<file path="src/sv/ifl_pkg.sv">
package ifl_pkg;

  localparam int DIM_BITS = 14;
  localparam int CFG_IDX_BITS = 8;
  localparam int CFG_DATA_BITS = 8;

  typedef logic [DIM_BITS-1:0] dim_t;
  typedef logic [DIM_BITS-2:0] ofs_t;
  typedef logic [2*DIM_BITS-1:0] prod_t;
  typedef logic signed [DIM_BITS:0] sdim_t;

  typedef enum logic [1:0] {
    SCALE_NONE    = 2'd0,
    SCALE_FIT     = 2'd1,
    SCALE_FILL    = 2'd2,
    SCALE_STRETCH = 2'd3
  } scale_t;

  // what the quotient stands for once it leaves the divider
  typedef enum logic [2:0] {
    SEL_PASS   = 3'd0,
    SEL_FIT_H  = 3'd1,
    SEL_FIT_W  = 3'd2,
    SEL_CROP_H = 3'd3,
    SEL_CROP_W = 3'd4
  } sel_t;

  typedef enum logic [1:0] {
    POS_START = 2'd0,
    POS_MID   = 2'd1,
    POS_END   = 2'd2
  } pos_t;

  localparam logic [CFG_IDX_BITS-1:0] REG_SCALE = CFG_IDX_BITS'(0);
  localparam logic [CFG_IDX_BITS-1:0] REG_ALIGN = CFG_IDX_BITS'(1);

  localparam logic [3:0] ALIGN_TL = 4'd0;
  localparam logic [3:0] ALIGN_T  = 4'd1;
  localparam logic [3:0] ALIGN_TR = 4'd2;
  localparam logic [3:0] ALIGN_L  = 4'd3;
  localparam logic [3:0] ALIGN_C  = 4'd4;
  localparam logic [3:0] ALIGN_R  = 4'd5;
  localparam logic [3:0] ALIGN_BL = 4'd6;
  localparam logic [3:0] ALIGN_B  = 4'd7;
  localparam logic [3:0] ALIGN_BR = 4'd8;

  typedef struct packed {
    logic       zero;
    scale_t     scale;
    logic [3:0] align;
    sel_t       sel;
    dim_t       iw;
    dim_t       ih;
    dim_t       bw;
    dim_t       bh;
  } ctx_t;

  // unknown alignments fall to top-left
  function automatic pos_t align_col(logic [3:0] a);
    pos_t p;
    unique case (a)
      ALIGN_T, ALIGN_C, ALIGN_B:    p = POS_MID;
      ALIGN_TR, ALIGN_R, ALIGN_BR:  p = POS_END;
      default:                      p = POS_START;
    endcase
    return p;
  endfunction

  function automatic pos_t align_row(logic [3:0] a);
    pos_t p;
    unique case (a)
      ALIGN_L, ALIGN_C, ALIGN_R:    p = POS_MID;
      ALIGN_BL, ALIGN_B, ALIGN_BR:  p = POS_END;
      default:                      p = POS_START;
    endcase
    return p;
  endfunction

  function automatic sdim_t place(pos_t p, dim_t box, dim_t dim);
    sdim_t diff;
    sdim_t half;
    sdim_t r;
    diff = $signed({1'b0, box}) - $signed({1'b0, dim});
    half = diff >>> 1;
    // round toward zero for odd negatives
    if (diff[DIM_BITS] && diff[0]) half = half + sdim_t'(1);
    case (p)
      POS_MID: r = half;
      POS_END: r = diff;
      default: r = '0;
    endcase
    return r;
  endfunction

endpackage

</file>
<file path="src/sv/ifl_front.sv">
module ifl_front (
  input  logic            clk,
  input  logic            rst,
  input  logic            in_valid,
  output logic            in_ready,
  input  ifl_pkg::dim_t   iw,
  input  ifl_pkg::dim_t   ih,
  input  ifl_pkg::dim_t   bw,
  input  ifl_pkg::dim_t   bh,
  input  ifl_pkg::scale_t scale,
  input  logic [3:0]      align,
  output logic            out_valid,
  input  logic            out_ready,
  output ifl_pkg::prod_t  num,
  output ifl_pkg::dim_t   den,
  output ifl_pkg::ctx_t   ctx
);

  logic           v1, v2;
  logic           adv1, adv2;
  ifl_pkg::prod_t pa, pb;
  ifl_pkg::ctx_t  c1, c2;
  ifl_pkg::ctx_t  c1_sel;
  ifl_pkg::prod_t num_r;
  ifl_pkg::dim_t  den_r;
  ifl_pkg::prod_t num_next;
  ifl_pkg::dim_t  den_next;
  ifl_pkg::sel_t  sel_next;

  assign adv2 = !v2 || out_ready;
  assign adv1 = !v1 || adv2;
  assign in_ready = adv1;

  // pa = bw*ih, pb = bh*iw; all ratio tests compare these
  always_comb begin
    sel_next = ifl_pkg::SEL_PASS;
    num_next = '0;
    den_next = ifl_pkg::dim_t'(1);
    if (!c1.zero) begin
      case (c1.scale)
        ifl_pkg::SCALE_FIT: begin
          if (pa < pb) begin
            sel_next = ifl_pkg::SEL_FIT_H;
            num_next = pa;
            den_next = c1.iw;
          end else begin
            sel_next = ifl_pkg::SEL_FIT_W;
            num_next = pb;
            den_next = c1.ih;
          end
        end
        ifl_pkg::SCALE_FILL: begin
          // floor(ih*bw/iw) > bh  <=>  pa - pb >= iw
          if (pa > pb) begin
            if ((pa - pb) >= ifl_pkg::prod_t'(c1.iw)) begin
              sel_next = ifl_pkg::SEL_CROP_H;
              num_next = pb;
              den_next = c1.bw;
            end
          end else if ((pb - pa) >= ifl_pkg::prod_t'(c1.ih)) begin
            sel_next = ifl_pkg::SEL_CROP_W;
            num_next = pa;
            den_next = c1.bh;
          end
        end
        default: ;
      endcase
    end
  end

  always_comb begin
    c1_sel     = c1;
    c1_sel.sel = sel_next;
  end

  always_ff @(posedge clk) begin
    if (rst) begin
      v1 <= 1'b0;
      v2 <= 1'b0;
    end else begin
      if (adv1) v1 <= in_valid;
      if (adv2) v2 <= v1;
    end
    if (adv1 && in_valid) begin
      pa       <= bw * ih;
      pb       <= bh * iw;
      c1.zero  <= (iw == '0) || (ih == '0);
      c1.scale <= scale;
      c1.align <= align;
      c1.sel   <= ifl_pkg::SEL_PASS;
      c1.iw    <= iw;
      c1.ih    <= ih;
      c1.bw    <= bw;
      c1.bh    <= bh;
    end
    if (adv2 && v1) begin
      num_r <= num_next;
      den_r <= den_next;
      c2    <= c1_sel;
    end
  end

  assign out_valid = v2;
  assign num = num_r;
  assign den = den_r;
  assign ctx = c2;

endmodule

</file>
<file path="src/sv/ifl_div.sv">
module ifl_div (
  input  logic           clk,
  input  logic           rst,
  input  logic           in_valid,
  output logic           in_ready,
  input  ifl_pkg::prod_t num,
  input  ifl_pkg::dim_t  den,
  input  ifl_pkg::ctx_t  ctx_in,
  output logic           out_valid,
  input  logic           out_ready,
  output ifl_pkg::dim_t  quot,
  output ifl_pkg::ctx_t  ctx_out
);

  localparam int D = ifl_pkg::DIM_BITS;

  // one quotient bit per stage; the quotient is known to fit in D bits
  logic          v   [D];
  logic          adv [D+1];
  ifl_pkg::dim_t rem [D];
  ifl_pkg::dim_t low [D];
  ifl_pkg::dim_t q   [D];
  ifl_pkg::dim_t dn  [D];
  ifl_pkg::ctx_t cx  [D];

  assign adv[D] = out_ready;

  for (genvar i = 0; i < D; i++) begin : g_stage
    logic          vin;
    ifl_pkg::dim_t rem_in, low_in, q_in, dn_in;
    ifl_pkg::ctx_t cx_in;
    logic [D:0]    t;
    logic          ge;
    logic [D:0]    nr;

    if (i == 0) begin : g_first
      assign vin    = in_valid;
      assign rem_in = num[2*D-1:D];
      assign low_in = num[D-1:0];
      assign q_in   = '0;
      assign dn_in  = den;
      assign cx_in  = ctx_in;
    end else begin : g_next
      assign vin    = v[i-1];
      assign rem_in = rem[i-1];
      assign low_in = low[i-1];
      assign q_in   = q[i-1];
      assign dn_in  = dn[i-1];
      assign cx_in  = cx[i-1];
    end

    assign adv[i] = !v[i] || adv[i+1];
    assign t  = {rem_in, low_in[D-1]};
    assign ge = t >= {1'b0, dn_in};
    assign nr = ge ? (t - {1'b0, dn_in}) : t;

    always_ff @(posedge clk) begin
      if (rst) begin
        v[i] <= 1'b0;
      end else if (adv[i]) begin
        v[i] <= vin;
      end
      if (adv[i] && vin) begin
        rem[i] <= nr[D-1:0];
        low[i] <= {low_in[D-2:0], 1'b0};
        q[i]   <= {q_in[D-2:0], ge};
        dn[i]  <= dn_in;
        cx[i]  <= cx_in;
      end
    end
  end

  assign in_ready  = adv[0];
  assign out_valid = v[D-1];
  assign quot      = q[D-1];
  assign ctx_out   = cx[D-1];

endmodule

</file>
<file path="src/sv/ifl_back.sv">
module ifl_back (
  input  logic                 clk,
  input  logic                 rst,
  input  logic                 in_valid,
  output logic                 in_ready,
  input  ifl_pkg::dim_t        quot,
  input  ifl_pkg::ctx_t        ctx,
  output logic                 out_valid,
  input  logic                 out_ready,
  output logic                 layout_valid,
  output ifl_pkg::ofs_t        src_x,
  output ifl_pkg::ofs_t        src_y,
  output ifl_pkg::dim_t        src_w,
  output ifl_pkg::dim_t        src_h,
  output logic signed [ifl_pkg::DIM_BITS:0] dst_x,
  output logic signed [ifl_pkg::DIM_BITS:0] dst_y,
  output ifl_pkg::dim_t        dst_w,
  output ifl_pkg::dim_t        dst_h
);

  logic          ov;
  logic          adv;
  ifl_pkg::dim_t sw, sh, dw, dh, xdiff, ydiff;
  ifl_pkg::ofs_t sx, sy;
  ifl_pkg::sdim_t dx, dy;

  assign adv = !ov || out_ready;
  assign in_ready = adv;
  assign xdiff = ctx.iw - quot;
  assign ydiff = ctx.ih - quot;

  always_comb begin
    sx = '0;
    sy = '0;
    sw = ctx.iw;
    sh = ctx.ih;
    if (ctx.scale == ifl_pkg::SCALE_NONE) begin
      dw = ctx.iw;
      dh = ctx.ih;
    end else begin
      dw = ctx.bw;
      dh = ctx.bh;
    end
    case (ctx.sel)
      ifl_pkg::SEL_FIT_H:  dh = quot;
      ifl_pkg::SEL_FIT_W:  dw = quot;
      ifl_pkg::SEL_CROP_H: begin
        sh = quot;
        sy = ydiff[ifl_pkg::DIM_BITS-1:1];
      end
      ifl_pkg::SEL_CROP_W: begin
        sw = quot;
        sx = xdiff[ifl_pkg::DIM_BITS-1:1];
      end
      default: ;
    endcase
    dx = ifl_pkg::place(ifl_pkg::align_col(ctx.align), ctx.bw, dw);
    dy = ifl_pkg::place(ifl_pkg::align_row(ctx.align), ctx.bh, dh);
  end

  always_ff @(posedge clk) begin
    if (rst) begin
      ov <= 1'b0;
    end else if (adv) begin
      ov <= in_valid;
    end
    if (adv && in_valid) begin
      if (ctx.zero) begin
        layout_valid <= 1'b0;
        src_x <= '0;
        src_y <= '0;
        src_w <= '0;
        src_h <= '0;
        dst_x <= '0;
        dst_y <= '0;
        dst_w <= '0;
        dst_h <= '0;
      end else begin
        layout_valid <= 1'b1;
        src_x <= sx;
        src_y <= sy;
        src_w <= sw;
        src_h <= sh;
        dst_x <= dx;
        dst_y <= dy;
        dst_w <= dw;
        dst_h <= dh;
      end
    end
  end

  assign out_valid = ov;

endmodule

</file>
<file path="src/sv/image_fit_fill_layout.sv">
// Pipeline: 2 product/select stages, 14 divider stages at one quotient bit
// each, 1 output register. Throughput: one beat per cycle while out_ready
// is high; each stage advances on its own when the next one is free, so
// bubbles are squeezed out under output stalls.
// Reset (rst, synchronous): empties the pipeline, fit_mode = fit, align = center.
module image_fit_fill_layout (
  input  logic                                 clk,
  input  logic                                 rst,
  input  logic                                 in_valid,
  output logic                                 in_ready,
  input  logic [ifl_pkg::DIM_BITS-1:0]         image_width,
  input  logic [ifl_pkg::DIM_BITS-1:0]         image_height,
  input  logic [ifl_pkg::DIM_BITS-1:0]         box_width,
  input  logic [ifl_pkg::DIM_BITS-1:0]         box_height,
  output logic                                 out_valid,
  input  logic                                 out_ready,
  output logic                                 layout_valid,
  output logic [ifl_pkg::DIM_BITS-2:0]         src_x,
  output logic [ifl_pkg::DIM_BITS-2:0]         src_y,
  output logic [ifl_pkg::DIM_BITS-1:0]         src_w,
  output logic [ifl_pkg::DIM_BITS-1:0]         src_h,
  output logic signed [ifl_pkg::DIM_BITS:0]    dst_x,
  output logic signed [ifl_pkg::DIM_BITS:0]    dst_y,
  output logic [ifl_pkg::DIM_BITS-1:0]         dst_w,
  output logic [ifl_pkg::DIM_BITS-1:0]         dst_h,
  input  logic                                 cfg_valid,
  output logic                                 cfg_ready,
  input  logic [ifl_pkg::CFG_IDX_BITS-1:0]     cfg_index,
  input  logic [ifl_pkg::CFG_DATA_BITS-1:0]    cfg_data
);

  ifl_pkg::scale_t fit_mode;
  logic [3:0]      align_mode;

  logic           f_valid, f_ready;
  ifl_pkg::prod_t f_num;
  ifl_pkg::dim_t  f_den;
  ifl_pkg::ctx_t  f_ctx;
  logic           d_valid, d_ready;
  ifl_pkg::dim_t  d_quot;
  ifl_pkg::ctx_t  d_ctx;

  assign cfg_ready = 1'b1;

  always_ff @(posedge clk) begin
    if (rst) begin
      fit_mode   <= ifl_pkg::SCALE_FIT;
      align_mode <= ifl_pkg::ALIGN_C;
    end else if (cfg_valid) begin
      if (cfg_index == ifl_pkg::REG_SCALE) begin
        fit_mode <= ifl_pkg::scale_t'(cfg_data[1:0]);
      end else if (cfg_index == ifl_pkg::REG_ALIGN) begin
        align_mode <= cfg_data[3:0];
      end
    end
  end

  ifl_front u_front (
    .clk       (clk),
    .rst       (rst),
    .in_valid  (in_valid),
    .in_ready  (in_ready),
    .iw        (image_width),
    .ih        (image_height),
    .bw        (box_width),
    .bh        (box_height),
    .scale     (fit_mode),
    .align     (align_mode),
    .out_valid (f_valid),
    .out_ready (f_ready),
    .num       (f_num),
    .den       (f_den),
    .ctx       (f_ctx)
  );

  ifl_div u_div (
    .clk       (clk),
    .rst       (rst),
    .in_valid  (f_valid),
    .in_ready  (f_ready),
    .num       (f_num),
    .den       (f_den),
    .ctx_in    (f_ctx),
    .out_valid (d_valid),
    .out_ready (d_ready),
    .quot      (d_quot),
    .ctx_out   (d_ctx)
  );

  ifl_back u_back (
    .clk          (clk),
    .rst          (rst),
    .in_valid     (d_valid),
    .in_ready     (d_ready),
    .quot         (d_quot),
    .ctx          (d_ctx),
    .out_valid    (out_valid),
    .out_ready    (out_ready),
    .layout_valid (layout_valid),
    .src_x        (src_x),
    .src_y        (src_y),
    .src_w        (src_w),
    .src_h        (src_h),
    .dst_x        (dst_x),
    .dst_y        (dst_y),
    .dst_w        (dst_w),
    .dst_h        (dst_h)
  );

  a_zero_fields: assert property (@(posedge clk) disable iff (rst)
    out_valid && !layout_valid |-> src_w == '0 && src_h == '0 && dst_w == '0 && dst_h == '0)
    else $error("invalid layout with nonzero fields");

  a_one_axis_crop: assert property (@(posedge clk) disable iff (rst)
    out_valid && src_x != '0 |-> src_y == '0)
    else $error("crop on both axes");

  a_reset_empty: assert property (@(posedge clk)
    $past(rst) && !rst |-> !out_valid)
    else $error("result out of reset");

  a_divider_drains: assert property (@(posedge clk) disable iff (rst)
    d_valid && !d_ready |=> d_valid)
    else $error("divider beat lost under stall");

endmodule
</file>
<file path="config.mk">
export PLATFORM = sky130hd
export DESIGN_NAME = image_fit_fill_layout
export DESIGN_NICKNAME = d
export VERILOG_FILES = /design/src/sv/ifl_pkg.sv /design/src/sv/ifl_front.sv /design/src/sv/ifl_div.sv /design/src/sv/ifl_back.sv /design/src/sv/image_fit_fill_layout.sv
export SDC_FILE = /design/constraint.sdc
export NUM_CORES = 2
export LEC_CHECK = 0
export ABC_CLOCK_PERIOD_IN_PS = 27800
export BUFFER_PORTS_ARGS = -buffer_cell sky130_fd_sc_hd__buf_4
export CAP_MARGIN = 20
export CORE_MARGIN = 3
export CORE_UTILIZATION = 40
export DETAILED_ROUTE_END_ITERATION = 12
export PLACE_DENSITY = 0.52
export RECOVER_POWER = 100
export SYNTH_ARGS = -nofsm -noshare
export SYNTH_HDL_FRONTEND = slang
export SYNTH_SLANG_ARGS = --single-unit
</file>
<file path="constraint.sdc">
create_clock -name clk -period 27.8 [get_ports clk]
set_clock_uncertainty 0.1 [all_clocks]
set_input_delay 5.56 -clock clk [delete_from_list [all_inputs] [get_ports clk]]
set_output_delay 5.56 -clock clk [all_outputs]
set_load 0.005 [all_outputs]
</file>
Yosys cells after proc, flatten, opt, wreduce, memory -nomap -nowiden --
Memory sizes are Yosys's and may differ from the RTL's. Cells that the tools add are included.
Operators by class: multipliers 2, bitwise operators 17, add/sub/neg operators 22, magnitude comparators 18, muxes and demuxes 128, reductions and logical operators 66, equality and inequality tests 19
Operator list (number):
- $mux 14 | 24
- $sub 14x14->14 | 16
- $ge 15x14->1 | 14
- $mux 28 | 4
- $mux 1 | 87
- $pmux 15 s2 | 2
- $ge 28x14->1 | 2
- $mul 14x14->28 | 2
- $pmux 28 s2 | 1
- $sub 28x28->28 | 2
- $add 14x2->15 const B | 2
- $mux 15 | 2
- $sub 14x14->15 | 2
- $gt 28x28->1 | 1
- $logic_not 14->1 | 2
- $lt 28x28->1 | 1
- $pmux 14 s2 | 1
- $logic_and 1x1->1 | 19
- $logic_or 1x1->1 | 18
- $logic_not 1->1 | 17
- $eq 4x3->1 const B | 4
- $or 1x1->1 | 14
- $reduce_or 3->1 | 4
- $eq 4x2->1 const B | 2
- other kinds (18) | 29
Word-level totals: word-level logic and storage cells 311, flip-flop bits (word level) 349, RAM bits 1708, input bits 77, memories kept 6, output and inout port bits 116
Memories:
- u_div.cx | words 14, bits a word 66, read ports 14, clocked after memory_dff 0, write ports 14, line ifl_div.sv:24 | ifl_pkg::ctx_t cx [D];
- u_div.dn | words 14, bits a word 14, read ports 13, clocked after memory_dff 0, write ports 14, line ifl_div.sv:23 | ifl_pkg::dim_t dn [D];
- u_div.q | words 14, bits a word 14, read ports 14, clocked after memory_dff 0, write ports 14, line ifl_div.sv:22 | ifl_pkg::dim_t q [D];
- u_div.rem | words 14, bits a word 14, read ports 13, clocked after memory_dff 0, write ports 14, line ifl_div.sv:20 | ifl_pkg::dim_t rem [D];
- u_div.low | words 14, bits a word 13, read ports 13, clocked after memory_dff 0, write ports 14, line ifl_div.sv:21 | ifl_pkg::dim_t low [D];
- u_div.v | words 14, bits a word 1, read ports 14, clocked after memory_dff 0, write ports 14, line ifl_div.sv:18 | logic v [D];

Depth between registers and ports, before layout --
word-level depth 20, gate-level depth with buffers 26, gate-level depth less buffers 25

Modules after synthesis --
From an unflattened synthesis, not the netlist that was laid out.
Second synthesis, totals: cells, all modules 6810, area total of the unflattened synthesis 92612.6 µm²
Modules (own cells, without submodules):
- ifl_div | area an instance 58250.9 µm², seq. area each 44983.1 µm², cells each 3277, times used 1
- ifl_front | area an instance 24383.4 µm², seq. area each 6856.6 µm², cells each 2415, times used 1
- ifl_back | area an instance 9668.0 µm², seq. area each 3413.3 µm², cells each 1087, times used 1
- image_fit_fill_layout | area an instance 310.3 µm², seq. area each 120.1 µm², cells each 31, times used 1

Worst setup path before layout --
No wires, ideal clock.
path kind input to register, from input out_ready, to register u_front.c2, in the netlist u_front.ctx[0], enable pin, cell stages on the path 8, arrival time 14238 ps, path buffers 0, data required time 26960 ps, slack 12722 ps, path through nor2b_1 -> and3_1 -> and3_1 -> nand2_1 -> nor3_1 -> nand2_1 -> nor2_1 -> a21boi_0
On the way: cells in the longest elaborated chain, start to end 17
Ends and longest elaborated chain:
- from (decl) | line image_fit_fill_layout.sv:16 | input logic out_ready,
- $logic_or 1x1->1 | line ifl_back.sv:27 | assign adv = !ov || out_ready;
- $logic_or 1x1->1 (14 in a row) | line ifl_div.sv:52 | assign adv[i] = !v[i] || adv[i+1];
- $logic_or 1x1->1 | line ifl_front.sv:30 | assign adv2 = !v2 || out_ready;
- $logic_and 1x1->1 | line ifl_front.sv:96 | if (adv2 && v1) begin
- to (signal assigned) | line ifl_front.sv:99 | c2 <= c1_sel;
- to (decl) | line ifl_front.sv:22 | ifl_pkg::ctx_t c1, c2;
No other way between the ends. A chain may end at the register's enable or synchronous reset.

Final worst setup path --
from input out_ready, to output in_ready
On the way: cells in the longest elaborated chain, start to end 17
Ends and longest elaborated chain:
- $logic_or 1x1->1 | line ifl_back.sv:27
- $logic_or 1x1->1 (14 in a row) | line ifl_div.sv:52
- $logic_or 1x1->1 | line ifl_front.sv:30
- $logic_or 1x1->1 | line ifl_front.sv:31 | assign adv1 = !v1 || adv2;
- to (decl) | line image_fit_fill_layout.sv:10 | output logic in_ready,
No other way between the ends.

==> results_dict.tcl <==
set metrics [dict create \
    grt_pass1_wl_mm 291 \
    std_cell_rows 172 \
    cts_tree "yes" \
    htree_levels 4 \
    syn-cell-area_sq_um 88500 \
    synth_cells 6338 \
    r2r_end "u_front.pb[19]" \
    violations "max-capacitance violations, max-slew violations" \
    start_util 0.402 \
    reg2reg_depth 11 \
    r2r-start "u_back.out_valid" \
    syn_avg_cell_area_sq_um 14.0 \
    dpl.cell_count 9377 \
    numClockSinks 1847 \
    cts_hold_buf 0 \
    fin_crit_sh 0.528 \
    clock_path_buffers 3 \
    cts_setup_buffers 0 \
    synthDistinctLibCells 83 \
    min_period_ns 14.69 \
    yosysWarnings 0 \
    die_w_microns 476 \
    overflow 0 \
    die-area_sq_um 227000 \
    yosysMostFrequentCell "edfxtp_1" \
    yosys-top-cells-count "edfxtp_1 (1838), inv_1 (761), ha_1 (523)" \
    yosys.area.top_type_share 0.624 \
    coreArea_sq_um 220000 \
    die_h_microns 476 \
    worst-setup-path-type "in2out" \
    dpl_cell_area_sq_um 93400 \
    hpwl_mm 139 \
    path_clk_slew_ns 0.06 \
    worstHoldEndpoint "u_div.cx[0][257]" \
    cp_max_fo 6 \
    maxSlewViolCount 1896 \
    fmax_mhz 68.1 \
    wire_per_inst_microns 19.0 \
    worst_hold_path.num_cells 0 \
    dr.pass1.iters 7 \
    grt_max_degree 109 \
    crit_required_ns 22.14 \
    grt_pass1_vias 49600 \
    ys_async_sr_fraction 0 \
    wirelength_mm 185 \
    tightest_slew_ns 5.76 \
    p_total_mw 8.27 \
    portBuffers 187 \
    rsz0062_at_grt "false" \
    layout-area-overhead-vs-synth_pct 11.9 \
    synth_fp_nets 7239 \
    vias 48000 \
    drt_iter0_drc 2526 \
    nets 7510 \
    stdcell_count 9727 \
    synth_seq_cells 1847 \
    clockRootBuffer "clkbuf_16" \
    setup_viol 0 \
    ys.flop_type "edfxtp_1" \
    ant_nets 0 \
    reg2reg_slack_ns 19.55 \
    numCtsBuffers 188 \
    ir_drop_mv 0.0730 \
    synth_edf_count 1838 \
    ys_seq_area_frac 0.626 \
    pin_count 193 \
    tns_ns 0 \
    max_cap_viol_count 33 \
    hold_path_class "reg2reg" \
    final_area_sq_um 99000 \
    drive_gt1_frac 0.0795 \
    status "finished with violations" \
    n_fill_cell 19800 \
    grt_antenna_before_repair 6 \
    viasPerCell 4.93 \
    p_leak_nw 37.8 \
    synth_area_leaders "edfxtp_1 (62%), ha_1 (7.4%), fa_1 (6.8%)" \
    drc 0 \
    endpoint_kind "output pin" \
    ctsResizeCount 0 \
    track_usage 0.163 \
    arrival_ns 9.03 \
    hold_start "u_div.cx[0][191]" \
    gp_congestion 0.889 \
    worstSkewPairLatency_ns 0.82 \
    worst_setup_path_start_kind "primary input" \
    timing.max_slew.rel_slack -2.84 \
    power_density_nw_per_um2 83.5 \
    yosysTopAreaCell "edfxtp_1" \
    finalHoldViolCount 0 \
]
==> worst max-delay path: stages <==
cell and delay, ns:
clkbuf_4 0.11, nor2b_1 0.25, and3_1 0.36, and3_1 0.19, clkbuf_1 0.56, nand2_1 0.29, nor3_1 0.81, nand2_1 0.15
nor2_1 0.40, nand3_1 0.17, clkbuf_4 0.17
==> registers in the layout, summed over array words and instances, names as in the netlist, 15 cells and up <==
| name | flops |
|---|---|
| u_front.ctx | 66 |
| u_div.cx | 924 |
| u_front.c1 | 63 |
| u_back.dst_y | 15 |
| u_back.dst_x | 15 |
| u_front.num | 28 |
| u_front.pb | 28 |
| u_div.q | 105 |
| u_div.low | 91 |
| u_div.dn | 182 |
| u_div.rem | 182 |
| u_front.pa | 28 |
==> cell type report <==
type                    instances  area, sq um  share of cell area
flip-flops and latches       1847        55400               0.559
multi-input cells            3586        29700               0.300
clock buffers                 238         4950              0.0500
well taps                    2958         3700              0.0374
inverters                     761         2860              0.0288
repair buffers                225         1280              0.0129
clock inverters               111         1190              0.0120
diodes                          1         2.50           0.0000253
==> cells by family after synthesis <==
group / after synthesis / synth area share
xor+xnor: 261 / 0.0259
other cells: 1 / 0.0000424
flops: 1847 / 0.626
simple gates: 1403 / 0.0765
mux: 181 / 0.0225
fa+ha+maj: 824 / 0.142
buf+inv: 905 / 0.0392
compound gates: 916 / 0.0681
==> placed cells by master, fill, tap and decap left out, types with 38 or more instances in the layout <==
cell / count
mux2_2: 111
xor2_1: 64
inv_1: 761
nand2b_1: 41
xnor2_1: 196
clkbuf_4: 98
o21ai_0: 172
nand3_1: 51
fa_1: 301
nor3_1: 90
nor2b_1: 67
clkbuf_1: 155
clkbuf_16: 190
a21o_1: 115
edfxtp_1: 1838
clkinv_1: 38
nand4_1: 39
and2_1: 182
nand2_1: 475
nor2_1: 301
ha_1: 523
mux2i_1: 38
a21oi_1: 269
==> power by group <==
part	switching (mW)	internal, mW	total (mW)	leakage (nW)
sequential	0.0876	3.19	3.28	16.9
combinational	1.48	1.05	2.53	17.9
clock	1.05	1.41	2.45	2.94
==> worst max-delay path by stage <==
stage	from	to	slack [ns]	cells past startpoint
after floorplan	out_ready	u_front.ctx[0]	12.72	8
after global placement	out_ready	in_ready	13.49	11
after detailed placement	out_ready	in_ready	13.42	11
after CTS	out_ready	in_ready	13.41	11
after global routing	out_ready	in_ready	12.83	11
final	out_ready	in_ready	13.11	11
==> layer usage <==
| metal | global-route usage | wire, microns | part of all wire |
|---|---|---|---|
| met3 | 0.0235 | 5950 | 0.032 |
| met4 | 0.0549 | 6080 | 0.033 |
| met2 | 0.289 | 93900 | 0.51 |
| met5 | 0 | 13 | 0.000070 |
| met1 | 0.205 | 78600 | 0.43 |
==> per-stage QoR <==
stage	hold WS, ns	setup WS [ns]	util
after floorplan	0.300	12.72	-
after global placement	0.300	13.49	0.425
after detailed placement	0.305	13.42	0.425
after CTS	0.270	13.41	0.453
after global routing	0.282	12.83	0.450
final	0.276	13.11	0.450
Note: power is estimated with default switching activity, not from simulation.
